## src/rtl/mau_pkg.sv

```systemverilog
// ----------------------------------------------------------------------------
// Modular arithmetic unit package
// Operation codes and fixed field widths shared by the interfaces and core.
// ----------------------------------------------------------------------------
package mau_pkg;

	localparam int FUNC_WIDTH    = 3;
	localparam int EXP_WIDTH     = 63;
	localparam int RAW_WIDTH     = 64;
	localparam int RAW_CNT_WIDTH = $clog2(RAW_WIDTH);

	localparam logic [63:0] MODULUS_RESET = 64'd998244353;

	typedef enum logic [FUNC_WIDTH-1:0] {
		FN_ADD    = 3'd0,
		FN_SUB    = 3'd1,
		FN_MUL    = 3'd2,
		FN_DIV    = 3'd3,
		FN_POW    = 3'd4,
		FN_REDUCE = 3'd5
	} func_t;

endpackage

```

## src/rtl/mau_if.sv

```systemverilog
// ----------------------------------------------------------------------------
// Modular arithmetic unit channels
// Request, response and modulus write channels with valid/ready handshakes.
// ----------------------------------------------------------------------------
interface mau_in_if #(parameter int RESIDUE_WIDTH = 31);
	logic                              valid;
	logic                              ready;
	logic [mau_pkg::FUNC_WIDTH-1:0]    func;
	logic [RESIDUE_WIDTH-1:0]          operand_a;
	logic [RESIDUE_WIDTH-1:0]          operand_b;
	logic [mau_pkg::EXP_WIDTH-1:0]     exponent;
	logic signed [mau_pkg::RAW_WIDTH-1:0] raw_value;

	modport source (output valid, func, operand_a, operand_b, exponent, raw_value,
		input ready);
	modport sink (input valid, func, operand_a, operand_b, exponent, raw_value,
		output ready);
endinterface

interface mau_out_if #(parameter int RESIDUE_WIDTH = 31);
	logic                     valid;
	logic                     ready;
	logic [RESIDUE_WIDTH-1:0] result;
	logic                     a_less_b;
	logic                     a_equal_b;
	logic                     operand_error;

	modport source (output valid, result, a_less_b, a_equal_b, operand_error,
		input ready);
	modport sink (input valid, result, a_less_b, a_equal_b, operand_error,
		output ready);
endinterface

interface mau_cfg_if #(parameter int RESIDUE_WIDTH = 31);
	logic                     valid;
	logic                     ready;
	logic [RESIDUE_WIDTH-1:0] modulus;

	modport source (output valid, modulus, input ready);
	modport sink (input valid, modulus, output ready);
endinterface

```

## src/rtl/modular_arithmetic_unit_core.sv

```systemverilog
// ----------------------------------------------------------------------------
// Modular arithmetic unit core
// Add, subtract, multiply, Fermat divide, power and signed reduce modulo a
// programmable modulus, using a bit-serial modular multiplier.
// ----------------------------------------------------------------------------
// The req channel takes one operation per transfer and the rsp channel
// returns one result per operation, in order. The cfg channel writes the
// modulus and is always ready; the user must see that it is written only
// while the unit is idle, as the block itself does not enforce it. Add,
// subtract, errors and unused codes go straight from the idle state to the
// finish state. Multiply runs the shift-and-add multiplier, one multiplier
// bit per cycle. Power and divide run square-and-multiply over that same
// multiplier, one or two products per exponent bit, and divide ends with a
// product by the dividend. Reduce shifts the 64-bit magnitude in one bit
// per cycle and then fixes the sign. One operation is in work at a time;
// req is ready whenever the sequencer is idle.
// A finished result sits in an output register, so a new request is taken
// while the receiver stalls; the sequencer then waits at its end until the
// output register is free. Reset empties the unit and loads the modulus
// with 998244353.
// ----------------------------------------------------------------------------
module modular_arithmetic_unit_core #(
	parameter int RESIDUE_WIDTH = 31
) (
	input  logic      clk,
	input  logic      arst_n,
	mau_in_if.sink    req,
	mau_out_if.source rsp,
	mau_cfg_if.sink   cfg
);
	import mau_pkg::*;

	localparam int W  = RESIDUE_WIDTH;
	localparam int CW = $clog2(W);

	typedef enum logic [2:0] {
		ST_IDLE, ST_POW, ST_MUL, ST_RED, ST_RFIX, ST_FIN
	} state_t;

	typedef enum logic [1:0] {DST_ACC, DST_SQ, DST_RES} dest_t;

	state_t                   state_q;
	dest_t                    dest_q;
	logic [W-1:0]             mod_q;
	logic [W-1:0]             a_q;
	logic                     div_q;
	logic [W-1:0]             acc_q;
	logic [W-1:0]             sq_q;
	logic [EXP_WIDTH-1:0]     e_q;
	logic                     sqr_phase_q;
	logic [W-1:0]             mx_q;
	logic [W-1:0]             my_q;
	logic [W-1:0]             macc_q;
	logic [CW-1:0]            mcnt_q;
	logic [RAW_WIDTH-1:0]     rmag_q;
	logic                     rneg_q;
	logic [W-1:0]             racc_q;
	logic [RAW_CNT_WIDTH-1:0] rcnt_q;
	logic [W-1:0]             res_q;
	logic                     lt_q;
	logic                     eq_q;
	logic                     err_q;
	logic                     out_valid_q;
	logic [W-1:0]             out_res_q;
	logic                     out_lt_q;
	logic                     out_eq_q;
	logic                     out_err_q;

	logic                 uses_a;
	logic                 uses_b;
	logic                 err_in;
	logic                 mod_ok;
	logic [W:0]           add_sum;
	logic [W-1:0]         add_res;
	logic [W:0]           sub_v;
	logic [W-1:0]         div_exp;
	logic [RAW_WIDTH-1:0] raw_u;
	logic [RAW_WIDTH-1:0] raw_mag;
	logic [W+1:0]         mstep_v;
	logic [W+1:0]         mod1;
	logic [W+1:0]         mod2;
	logic [W-1:0]         mstep_n;
	logic [W:0]           rstep_v;
	logic [W-1:0]         rstep_n;
	logic [W-1:0]         rfix_res;
	logic                 out_load;

	assign req.ready         = (state_q == ST_IDLE);
	assign cfg.ready         = 1'b1;
	assign rsp.valid         = out_valid_q;
	assign rsp.result        = out_res_q;
	assign rsp.a_less_b      = out_lt_q;
	assign rsp.a_equal_b     = out_eq_q;
	assign rsp.operand_error = out_err_q;

	always_comb begin
		uses_a  = (req.func <= FN_POW);
		uses_b  = (req.func <= FN_DIV);
		err_in  = (uses_a && (req.operand_a >= mod_q)) || (uses_b && (req.operand_b >= mod_q));
		mod_ok  = (mod_q >= W'(2));
		add_sum = {1'b0, req.operand_a} + {1'b0, req.operand_b};
		add_res = (add_sum >= {1'b0, mod_q}) ? W'(add_sum - {1'b0, mod_q}) : add_sum[W-1:0];
		sub_v   = {1'b0, req.operand_a}
			+ ((req.operand_a >= req.operand_b) ? {(W+1){1'b0}} : {1'b0, mod_q})
			- {1'b0, req.operand_b};
		div_exp = mod_q - W'(2);
		raw_u   = req.raw_value;
		raw_mag = raw_u[RAW_WIDTH-1] ? (~raw_u + RAW_WIDTH'(1)) : raw_u;

		mod1    = {2'b00, mod_q};
		mod2    = {1'b0, mod_q, 1'b0};
		mstep_v = {1'b0, macc_q, 1'b0} + (my_q[W-1] ? {2'b00, mx_q} : {(W+2){1'b0}});
		if (mstep_v >= mod2) begin
			mstep_n = W'(mstep_v - mod2);
		end else if (mstep_v >= mod1) begin
			mstep_n = W'(mstep_v - mod1);
		end else begin
			mstep_n = mstep_v[W-1:0];
		end

		rstep_v  = {racc_q, rmag_q[RAW_WIDTH-1]};
		rstep_n  = (rstep_v >= {1'b0, mod_q}) ? W'(rstep_v - {1'b0, mod_q}) : rstep_v[W-1:0];
		rfix_res = (rneg_q && (racc_q != '0)) ? (mod_q - racc_q) : racc_q;

		out_load = (state_q == ST_FIN) && (!out_valid_q || rsp.ready);
	end

	always_ff @(posedge clk or negedge arst_n) begin
		if (!arst_n) begin
			state_q     <= ST_IDLE;
			mod_q       <= W'(MODULUS_RESET);
			out_valid_q <= 1'b0;
		end else begin
			if (cfg.valid) begin
				mod_q <= cfg.modulus;
			end
			if (out_load) begin
				out_valid_q <= 1'b1;
			end else if (rsp.ready) begin
				out_valid_q <= 1'b0;
			end

			unique case (state_q)
				ST_IDLE: begin
					if (req.valid) begin
						lt_q        <= (req.operand_a < req.operand_b);
						eq_q        <= (req.operand_a == req.operand_b);
						err_q       <= err_in;
						a_q         <= req.operand_a;
						div_q       <= 1'b0;
						sqr_phase_q <= 1'b0;
						acc_q       <= W'(1);
						if (err_in || !mod_ok) begin
							res_q   <= '0;
							state_q <= ST_FIN;
						end else begin
							unique case (req.func)
								FN_ADD: begin
									res_q   <= add_res;
									state_q <= ST_FIN;
								end
								FN_SUB: begin
									res_q   <= sub_v[W-1:0];
									state_q <= ST_FIN;
								end
								FN_MUL: begin
									mx_q    <= req.operand_a;
									my_q    <= req.operand_b;
									macc_q  <= '0;
									mcnt_q  <= '0;
									dest_q  <= DST_RES;
									state_q <= ST_MUL;
								end
								FN_DIV: begin
									if (req.operand_b == '0) begin
										res_q   <= '0;
										state_q <= ST_FIN;
									end else begin
										div_q   <= 1'b1;
										sq_q    <= req.operand_b;
										e_q     <= EXP_WIDTH'(div_exp);
										state_q <= ST_POW;
									end
								end
								FN_POW: begin
									sq_q    <= req.operand_a;
									e_q     <= req.exponent;
									state_q <= ST_POW;
								end
								FN_REDUCE: begin
									rmag_q  <= raw_mag;
									rneg_q  <= raw_u[RAW_WIDTH-1];
									racc_q  <= '0;
									rcnt_q  <= '0;
									state_q <= ST_RED;
								end
								default: begin
									res_q   <= '0;
									state_q <= ST_FIN;
								end
							endcase
						end
					end
				end

				ST_POW: begin
					if (e_q == '0) begin
						if (div_q) begin
							mx_q    <= a_q;
							my_q    <= acc_q;
							macc_q  <= '0;
							mcnt_q  <= '0;
							dest_q  <= DST_RES;
							state_q <= ST_MUL;
						end else begin
							res_q   <= acc_q;
							state_q <= ST_FIN;
						end
					end else if (!sqr_phase_q && e_q[0]) begin
						mx_q        <= acc_q;
						my_q        <= sq_q;
						macc_q      <= '0;
						mcnt_q      <= '0;
						dest_q      <= DST_ACC;
						sqr_phase_q <= 1'b1;
						state_q     <= ST_MUL;
					end else begin
						sqr_phase_q <= 1'b0;
						e_q         <= e_q >> 1;
						if (e_q[EXP_WIDTH-1:1] != '0) begin
							mx_q    <= sq_q;
							my_q    <= sq_q;
							macc_q  <= '0;
							mcnt_q  <= '0;
							dest_q  <= DST_SQ;
							state_q <= ST_MUL;
						end
					end
				end

				ST_MUL: begin
					macc_q <= mstep_n;
					my_q   <= my_q << 1;
					mcnt_q <= mcnt_q + CW'(1);
					if (mcnt_q == CW'(W - 1)) begin
						unique case (dest_q)
							DST_ACC: begin
								acc_q   <= mstep_n;
								state_q <= ST_POW;
							end
							DST_SQ: begin
								sq_q    <= mstep_n;
								state_q <= ST_POW;
							end
							default: begin
								res_q   <= mstep_n;
								state_q <= ST_FIN;
							end
						endcase
					end
				end

				ST_RED: begin
					racc_q <= rstep_n;
					rmag_q <= rmag_q << 1;
					rcnt_q <= rcnt_q + RAW_CNT_WIDTH'(1);
					if (rcnt_q == RAW_CNT_WIDTH'(RAW_WIDTH - 1)) begin
						state_q <= ST_RFIX;
					end
				end

				ST_RFIX: begin
					res_q   <= rfix_res;
					state_q <= ST_FIN;
				end

				ST_FIN: begin
					if (out_load) begin
						out_res_q   <= res_q;
						out_lt_q    <= lt_q;
						out_eq_q    <= eq_q;
						out_err_q   <= err_q;
						state_q     <= ST_IDLE;
					end
				end

				default: begin
					state_q <= ST_IDLE;
				end
			endcase
		end
	end

endmodule

```

## src/flat_wrapper.sv

```systemverilog
// flat-port wrapper written by rule: the top's interface ports become plain ports
module modular_arithmetic_unit_core_flat import mau_pkg::*;
#(
	parameter int RESIDUE_WIDTH = 31
)
  (clk, arst_n, req_valid, req_func, req_operand_a, req_operand_b, req_exponent, req_raw_value, req_ready, rsp_valid, rsp_result, rsp_a_less_b, rsp_a_equal_b, rsp_operand_error, rsp_ready, cfg_valid, cfg_modulus, cfg_ready);
  mau_in_if #(.RESIDUE_WIDTH(RESIDUE_WIDTH)) req_i ();
  mau_out_if #(.RESIDUE_WIDTH(RESIDUE_WIDTH)) rsp_i ();
  mau_cfg_if #(.RESIDUE_WIDTH(RESIDUE_WIDTH)) cfg_i ();
  input  logic clk;
  input  logic arst_n;
  input wire logic [$bits(req_i.valid)-1:0] req_valid;
  input wire logic [$bits(req_i.func)-1:0] req_func;
  input wire logic [$bits(req_i.operand_a)-1:0] req_operand_a;
  input wire logic [$bits(req_i.operand_b)-1:0] req_operand_b;
  input wire logic [$bits(req_i.exponent)-1:0] req_exponent;
  input wire logic [$bits(req_i.raw_value)-1:0] req_raw_value;
  output wire logic [$bits(req_i.ready)-1:0] req_ready;
  output wire logic [$bits(rsp_i.valid)-1:0] rsp_valid;
  output wire logic [$bits(rsp_i.result)-1:0] rsp_result;
  output wire logic [$bits(rsp_i.a_less_b)-1:0] rsp_a_less_b;
  output wire logic [$bits(rsp_i.a_equal_b)-1:0] rsp_a_equal_b;
  output wire logic [$bits(rsp_i.operand_error)-1:0] rsp_operand_error;
  input wire logic [$bits(rsp_i.ready)-1:0] rsp_ready;
  input wire logic [$bits(cfg_i.valid)-1:0] cfg_valid;
  input wire logic [$bits(cfg_i.modulus)-1:0] cfg_modulus;
  output wire logic [$bits(cfg_i.ready)-1:0] cfg_ready;
  assign req_i.valid = req_valid;
  assign req_i.func = req_func;
  assign req_i.operand_a = req_operand_a;
  assign req_i.operand_b = req_operand_b;
  assign req_i.exponent = req_exponent;
  assign req_i.raw_value = req_raw_value;
  assign req_ready = req_i.ready;
  assign rsp_valid = rsp_i.valid;
  assign rsp_result = rsp_i.result;
  assign rsp_a_less_b = rsp_i.a_less_b;
  assign rsp_a_equal_b = rsp_i.a_equal_b;
  assign rsp_operand_error = rsp_i.operand_error;
  assign rsp_i.ready = rsp_ready;
  assign cfg_i.valid = cfg_valid;
  assign cfg_i.modulus = cfg_modulus;
  assign cfg_ready = cfg_i.ready;
  modular_arithmetic_unit_core #(.RESIDUE_WIDTH(RESIDUE_WIDTH)) u_core (.clk(clk), .arst_n(arst_n), .req(req_i), .rsp(rsp_i), .cfg(cfg_i));
endmodule
```

## config.mk

```make
export PLATFORM = sky130hd
export DESIGN_NAME = modular_arithmetic_unit_core_flat
export DESIGN_NICKNAME = d
export VERILOG_FILES = /design/src/rtl/mau_pkg.sv /design/src/rtl/mau_if.sv /design/src/rtl/modular_arithmetic_unit_core.sv /design/src/flat_wrapper.sv
export SDC_FILE = /design/constraint.sdc
export NUM_CORES = 2
export LEC_CHECK = 0
export BUFFER_PORTS_ARGS = -buffer_cell sky130_fd_sc_hd__buf_2
export CELL_PAD_IN_SITES_DETAIL_PLACEMENT = 0
export CELL_PAD_IN_SITES_GLOBAL_PLACEMENT = 2
export CORE_ASPECT_RATIO = 1.5
export CORE_MARGIN = 8
export CORE_UTILIZATION = 35
export DETAILED_ROUTE_END_ITERATION = 10
export PLACE_DENSITY = 0.84
export RECOVER_POWER = 100
export SLEW_MARGIN = 25
export SYNTH_ARGS = -nofsm -noshare
export SYNTH_HDL_FRONTEND = slang
export SYNTH_SLANG_ARGS = --single-unit
```

## constraint.sdc

```tcl
create_clock -name clk -period 10.8 [get_ports clk]
set_input_delay 0 -clock clk [delete_from_list [all_inputs] [get_ports clk]]
set_output_delay 0 -clock clk [all_outputs]
set_load 0.005 [all_outputs]
```

# ---- Yosys cells after proc, flatten, opt, wreduce, memory -nomap -nowiden
# Cells that the tools add are included.
dict set report word_totals {
  reg_bits 463
  latchBits 0
  ramBits 0
  mem_bits_ro 0
  memories 0
}
dict set report classes {
  n_addsub 13
  n_mul 0
  n_div 0
  magnitude_cmp 11
  n_eq_ne 34
  shift 0
  mux 106
  n_bitwise 3
  reduce_logical 39
}
# op count
set op_table {}
lappend op_table {{two-way mux 31 bit} 45}
lappend op_table {{two-way mux 63 bit} 5}
lappend op_table {{one-hot mux 31 bit (2 select lines)} 5}
lappend op_table {{two-way mux 64 bit} 4}
lappend op_table {{one-hot mux 63 bit (2 select lines)} 2}
lappend op_table {{one-hot mux 31 bit (4 select lines)} 2}
lappend op_table {{one-hot mux 31 bit (3 select lines)} 2}
lappend op_table {{subtractor 31 bit} 6}
lappend op_table {{one-hot mux 64 bit (2 select lines)} 1}
lappend op_table {{greater-or-equal comparator 31 bit} 3}
lappend op_table {{adder 64 x 1 -> 64 bit (second input constant)} 1}
lappend op_table {{greater-or-equal comparator 32 x 31 -> 1 bit} 2}
lappend op_table {{NOT 64 bit} 1}
lappend op_table {{zero test 63 bit} 1}
lappend op_table {{nonzero test 62 bit} 1}
lappend op_table {{two-way mux 5 bit} 7}
lappend op_table {{adder 32 x 31 -> 33 bit} 1}
lappend op_table {{greater-or-equal comparator 33 x 31 -> 1 bit} 1}
lappend op_table {{greater-or-equal comparator 33 x 32 -> 1 bit} 1}
lappend op_table {{two-way mux 3 bit} 11}
lappend op_table {{adder 31 x 31 -> 32 bit} 1}
lappend op_table {{adder 31 bit} 1}
lappend op_table {{equality test 31 bit} 1}
lappend op_table {{greater-or-equal comparator 31 x 2 -> 1 bit (second input constant)} 1}
lappend op_table {{other kinds (47)} 100}

# ---- Logic depth before layout (Yosys ltp)
dict set report depth {
  ltp_word 8
  depth_mapped 28
}

# ---- Least setup slack after synthesis
# OpenSTA, ideal clock, no wires.
dict set report synth_path {
  path_type {register to register}
  start {register u_core.mod_q[1]}
  end {register u_core.e_q[0], enable pin}
  setup_ps 661
  arrival_ps 9028
  t_required_ps 10139
  slack_ps 1110
  stages_incl_launch_ff 13
  n_path_buf 0
  synth_period_minus_slack_ps 9690
  path_cell_list {dfrtp_1 inv_1 ha_1 nand4_1 nor4_1 a221oi_1 o21ai_0 a221oi_1 a41oi_1 or2_2 nor2_1 a21oi_1 nor4b_1}
}
dict set report synth_via {
  elab_chain_len 6
}
# element line
set synth_rtl {}
lappend synth_rtl {{from (decl)} modular_arithmetic_unit_core.sv:44} ;# logic [W-1:0] mod_q;
lappend synth_rtl {{from (signal assigned)} modular_arithmetic_unit_core.sv:131} ;# mod_q <= W'(MODULUS_RESET);
lappend synth_rtl {{from (signal assigned)} modular_arithmetic_unit_core.sv:135} ;# mod_q <= cfg.modulus;
lappend synth_rtl {{greater-or-equal comparator 31 bit} modular_arithmetic_unit_core.sv:99} ;# err_in = (uses_a && (req.operand_a >= mod_q)) || (uses_b && (req.operand_b >= mod_q));
lappend synth_rtl {{logical AND 1 bit} modular_arithmetic_unit_core.sv:99}
lappend synth_rtl {{logical OR 1 bit (*)} modular_arithmetic_unit_core.sv:99}
lappend synth_rtl {{net u_core.err_in} modular_arithmetic_unit_core.sv:71} ;# logic err_in;
lappend synth_rtl {{logical OR 1 bit (*)} modular_arithmetic_unit_core.sv:153} ;# if (err_in || !mod_ok) begin
lappend synth_rtl {{inequality test 2 bit (no line) (*)} n/a}
lappend synth_rtl {{AND reduction 8 bit (no line) (*)} n/a}
lappend synth_rtl {{to (signal assigned)} modular_arithmetic_unit_core.sv:181} ;# e_q <= EXP_WIDTH'(div_exp);
lappend synth_rtl {{to (signal assigned)} modular_arithmetic_unit_core.sv:187} ;# e_q <= req.exponent;
lappend synth_rtl {{to (signal assigned)} modular_arithmetic_unit_core.sv:229} ;# e_q <= e_q >> 1;
lappend synth_rtl {{to (decl)} modular_arithmetic_unit_core.sv:49} ;# logic [EXP_WIDTH-1:0] e_q;
# Mark *: on every way through the listed nets, which the timed path passes. The rest lies on a longest branch.
# A chain may end at the register's enable or synchronous reset.

# ---- Worst setup path in the final report
dict set report layout_path {
  start {register u_core.mod_q[1]}
  end {register u_core.my_q[9], enable pin}
}
dict set report layout_via {
  elab_chain_len 6
}
# element line
set layout_rtl {}
lappend layout_rtl {{greater-or-equal comparator 31 bit} modular_arithmetic_unit_core.sv:99}
lappend layout_rtl {{logical AND 1 bit} modular_arithmetic_unit_core.sv:99}
lappend layout_rtl {{logical OR 1 bit (*)} modular_arithmetic_unit_core.sv:99}
lappend layout_rtl {{net u_core.err_in} modular_arithmetic_unit_core.sv:71}
lappend layout_rtl {{logical OR 1 bit (*)} modular_arithmetic_unit_core.sv:153}
lappend layout_rtl {{inequality test 2 bit (no line) (*)} n/a}
lappend layout_rtl {{AND reduction 7 bit (no line) (*)} n/a}
lappend layout_rtl {{to (signal assigned)} modular_arithmetic_unit_core.sv:168} ;# my_q <= req.operand_b;
lappend layout_rtl {{to (signal assigned)} modular_arithmetic_unit_core.sv:210} ;# my_q <= acc_q;
lappend layout_rtl {{to (signal assigned)} modular_arithmetic_unit_core.sv:221} ;# my_q <= sq_q;
lappend layout_rtl {{to (decl)} modular_arithmetic_unit_core.sv:52} ;# logic [W-1:0] my_q;
# Marked as above.

==> qor.csv <==
stage,metric,value,unit
status,outcome,finished with violations,
status,failing checks,"max-capacitance violations, max-slew violations",
yosys,Area contributors post-synth,"edfxtp_1, ha_1, o21ai_0, nand2_1, a21oi_1",
sta,setup TNS,0,ns
placement,RePlAce Congestion,0.988,
hold_path,HP Start,cfg_valid,
worst_setup_path,startpoint types,flip-flop,
floorplan,total core area,0.109,mm^2
sta,worst rel slew slack,-151,%
sta,min cycle time layout,8.79,ns
cts,Clock Path Buffers,3,
worst_setup_path,"slowest stage delay, CP",2.59,ns
worst_setup_path,critical path class,flip-flop to flip-flop,
sta,Setup WS post-layout,2.01,ns
yosys,register area share after synthesis,35.8,%
placement,Placed Instance Area,0.0414,mm^2
detailed_routing,vias per cell,5.66,
sta,Pins Over Slew Limit,1021,
worst_setup_path,worst-path fanout max,58,
finish,area delta synth->final,18.2,%
sta,Achievable Freq,114,MHz
worst_setup_path,CP startpoint,u_core.mod_q[1]$_DFFE_PN0P_,
worst_setup_path,WP data required,10.96,ns
yosys,post-synthesis cell count,4303,
cts,CTS tree,done,
finish,"commonest non-fill, non-tap cell in the layout",nand2_1,
sta,hold_ws,0.0185,ns
floorplan,cell row count,149,
worst_setup_path,Worst R2R Start,u_core.mod_q[1]$_DFFE_PN0P_,
finish,nets,5366,
worst_setup_path,"Buf+Inv Stages, Crit Path",2,
pwr,Internal,6.51,mW
detailed_routing,DRC viols,0,
sta,setup violators final,0,
yosys,Synth top area share,33.5,%
pwr,NetSw,5.88,mW
pwr,Seq pwr share,24.9,%
global_route,GRT Residual Overflow,0,
hold_path,hold depth,4,
yosys,Post-synth EDFFs,428,
global_route,first-pass GRT wire length,229000,um
pwr,Leak,18.3,nW
pwr,"IR drop worst, VDD",0.166,mV
global_route,antenna violations before repair,13,
yosys,Yosys warnings,0,
yosys,largest family of logic cells by synthesized area,compound AO/OA/AOI/OAI gates,
yosys,"flops & latches, synth",463,
hold_path,hold crit path type,input port to flip-flop,
yosys,leading area contributor after synthesis,edfxtp_1,
detailed_routing,Total Wirelength,155000,um
detailed_routing,WL per Instance,24.9,um
finish,Reg with most FFs,u_core.rmag_q,
job,max_cap viols,22,
yosys,syn_area_per_cell,8.92,um^2
sta,period utilization,81.4,%
pwr,Clock Power Share,14.4,%
worst_setup_path,R2R depth,13,
cts,PostCTS Resize Cnt,0,
cts,H-tree Lvls,2,
detailed_routing,Post-DRT Antenna Nets,0,
yosys,Async SR Flop Fraction,7.56,%
global_route,vias in the first global route,36000,
finish,largest registers,"u_core.rmag_q: 64 flops, u_core.e_q: 63 flops",
placement,hpwl dp,123000,um
yosys,mapped cell area,0.0384,mm^2
worst_setup_path,CP max stage cell,clkbuf_1,
placement,Setup WS pre-CTS,2.22,ns
floorplan,io pins,265,
pwr,pwr/cell area,273,mW/mm^2
pwr,Gate power share,60.8,%
yosys,Post-Synth XOR/XNOR Area,6.80,%
pwr,Sw Share,47.4,%
floorplan,Chip Width,286,um
worst_setup_path,Worst R2R End,u_core.my_q[9]$_DFFE_PP_,
worst_setup_path,CP Capture Type,flip-flop,
yosys,adder-cell area share of the yosys netlist,13.1,%
sta,Tightest Pin Transition,3.77,ns
sta,RSZ-0062 raised after global routing,false,
cts,post-CTS setup buffer count,0,
cts,Skew-Pair Late Insertion Delay,0.66,ns
hold_path,WHS Endpoint,u_core.mod_q[2]$_DFFE_PN0P_,
yosys,Cell variety after synth,92,
cts,clk sinks,463,
yosys,dominant synthesized flop cell,edfxtp_1,
sta,skew final,0.0399,ns
detailed_routing,DR iter-0 viols,2308,
worst_setup_path,cell chain of the critical path,inv_1 -> ha_1 -> nand4_1 -> nor4_1 -> a221oi_1 -> o21ai_0 -> nor3_1 -> a41oi_1 -> or2_2 -> o21ai_0 -> nor4bb_1 -> and3_1 -> clkbuf_1,
sta,Fin. Hold Viols,0,
placement,I/O Buffers,263,
yosys,Compound-Gate Fraction of Synth Area,21.5,%
global_route,largest net degree at the start of global routing,109,
yosys,Simple-Gate Fraction of Synth Area,16.8,%
finish,max reg flops,64,
worst_setup_path,R2R setup slack,2.01,ns
floorplan,Die ar.,0.121,mm^2
worst_setup_path,cell family with most CP delay,buffers and inverters,
floorplan,Initial Util,35.1,%
floorplan,Die H,422,um
detailed_routing,vias post-DR,35300,
detailed_routing,drt first pass iters,6,
worst_setup_path,Crit path top cell by count,o21ai_0,
cts,clock root buffer,clkbuf_16,
worst_setup_path,worst endpoint data arrival time,8.95,ns
cts,clock transition at the registers of the reported paths,0.08,ns
yosys,mux cell area share after synthesis,1.51,%
global_route,Global Route Usage Sum,24.9,%
finish,fin area,0.0454,mm^2
yosys,Synth Net Count,4911,
cts,CTS buffer count,51,
finish,most frequent cells in the layout,"nand2_1, edfxtp_1, o21ai_0",
finish,layout cell share with drive strength beyond 1,7.90,%
tightest hold or removal path, cell delays in order:
cell and delay, ns:
buf_2 0.10, buf_4 0.31, nand2_1 0.12, o21ai_0 0.07
how the worst max path moves through the flow:
stage / endpoint / depth (start not counted) / slack [ns]
global placement: u_core.res_q[23]$_DFFE_PP_ / 21 / 2.29
CTS: u_core.sq_q[23]$_DFFE_PP_ / 21 / 2.16
detailed placement: u_core.sq_q[23]$_DFFE_PP_ / 21 / 2.22
floorplan: u_core.e_q[0]$_DFFE_PP_ / 12 / 1.11
global route: u_core.my_q[10]$_DFFE_PP_ / 13 / 1.80
finish: u_core.my_q[9]$_DFFE_PP_ / 13 / 2.01
per-layer routing:
metal	vias to the layer above	wire length, um	GRT usage, %
met5	-	81	0
met4	12	11200	14.8
met3	338	9430	3.87
met2	1264	74600	42.9
met1	16900	60200	28.9
li1	16800	-	-
logic make-up (layout without fill, tap and decap cells):
kind of cell,count (synthesis),after routing
xor gates and xnor gates,298,298
muxes,56,56
adders and majority gates,380,380
other,1,10
AOI/OAI and AO/OA,1285,1285
buffers and inverters,457,954
DFF,463,463
and+or+nand+nor,1363,1363
synthesized netlist by cell type (17+ instances only):
master and number:
a22oi_1 37, nor3_1 79, nor4_1 53, fa_1 37, o21ai_0 378, a21o_1 83
xor2_1 139, nor2_1 361, and2_1 43, and3_1 27, nand3_1 90, edfxtp_1 428
o21bai_1 46, dfrtp_1 28, ha_1 343, a311o_1 31, or2_2 23, inv_1 281
or3_1 36, a222oi_1 20, o211ai_1 28, xnor2_1 159, mux2i_1 40, o21a_1 40
a21oi_1 296, nor2b_1 31, o22ai_1 17, a211oi_1 36, nand2_1 453, o31ai_1 29
a31oi_1 61, nand4_1 57, clkbuf_1 157, a22o_1 41, a211o_1 21, o41ai_1 19
nand2b_1 44
area by class of cell:
cell class                      instances  area (um^2)
Fill cell                           10900        64000
Multi-Input combinational cell       3383        23000
Sequential cell                       463        13700
Timing Repair Buffer                  576         4160
Tap cell                             1434         1790
Clock buffer                           65         1350
Inverter                              283         1060
Clock inverter                         30          272
Antenna cell                            9         22.5
timing repair:
action,CTS,global route
hold endpoints to repair,317,0
endpoints found under the setup margin,0,0
hold buffers,260,0
power groups by stage:
stage / registers [mW] / clock network [mW] / logic, mW
6_report: 3.08 / 1.78 / 7.53
5_1_grt: 3.12 / 1.86 / 8.18
4_1_cts: 3.04 / 1.81 / 7.48
3_5_place_dp: 3.07 / 0 / 7.35
3_3_place_gp: 3.07 / 0 / 7.37
2_1_floorplan: 2.90 / 0 / 5.26
metrics by stage:
| step | utilization, % | power, mW | std cells |
|---|---|---|---|
| 2_1_floorplan | - | 8.16 | 4303 |
| 3_3_place_gp | 37.8 | 10.4 | 5879 |
| 3_5_place_dp | 37.8 | 10.4 | 5879 |
| 4_1_cts | 41.7 | 12.3 | 6234 |
| 5_1_grt | 41.5 | 13.2 | 6236 |
| 6_report | 41.5 | 12.4 | 6243 |
Note: power is estimated with default switching activity, not from simulation.
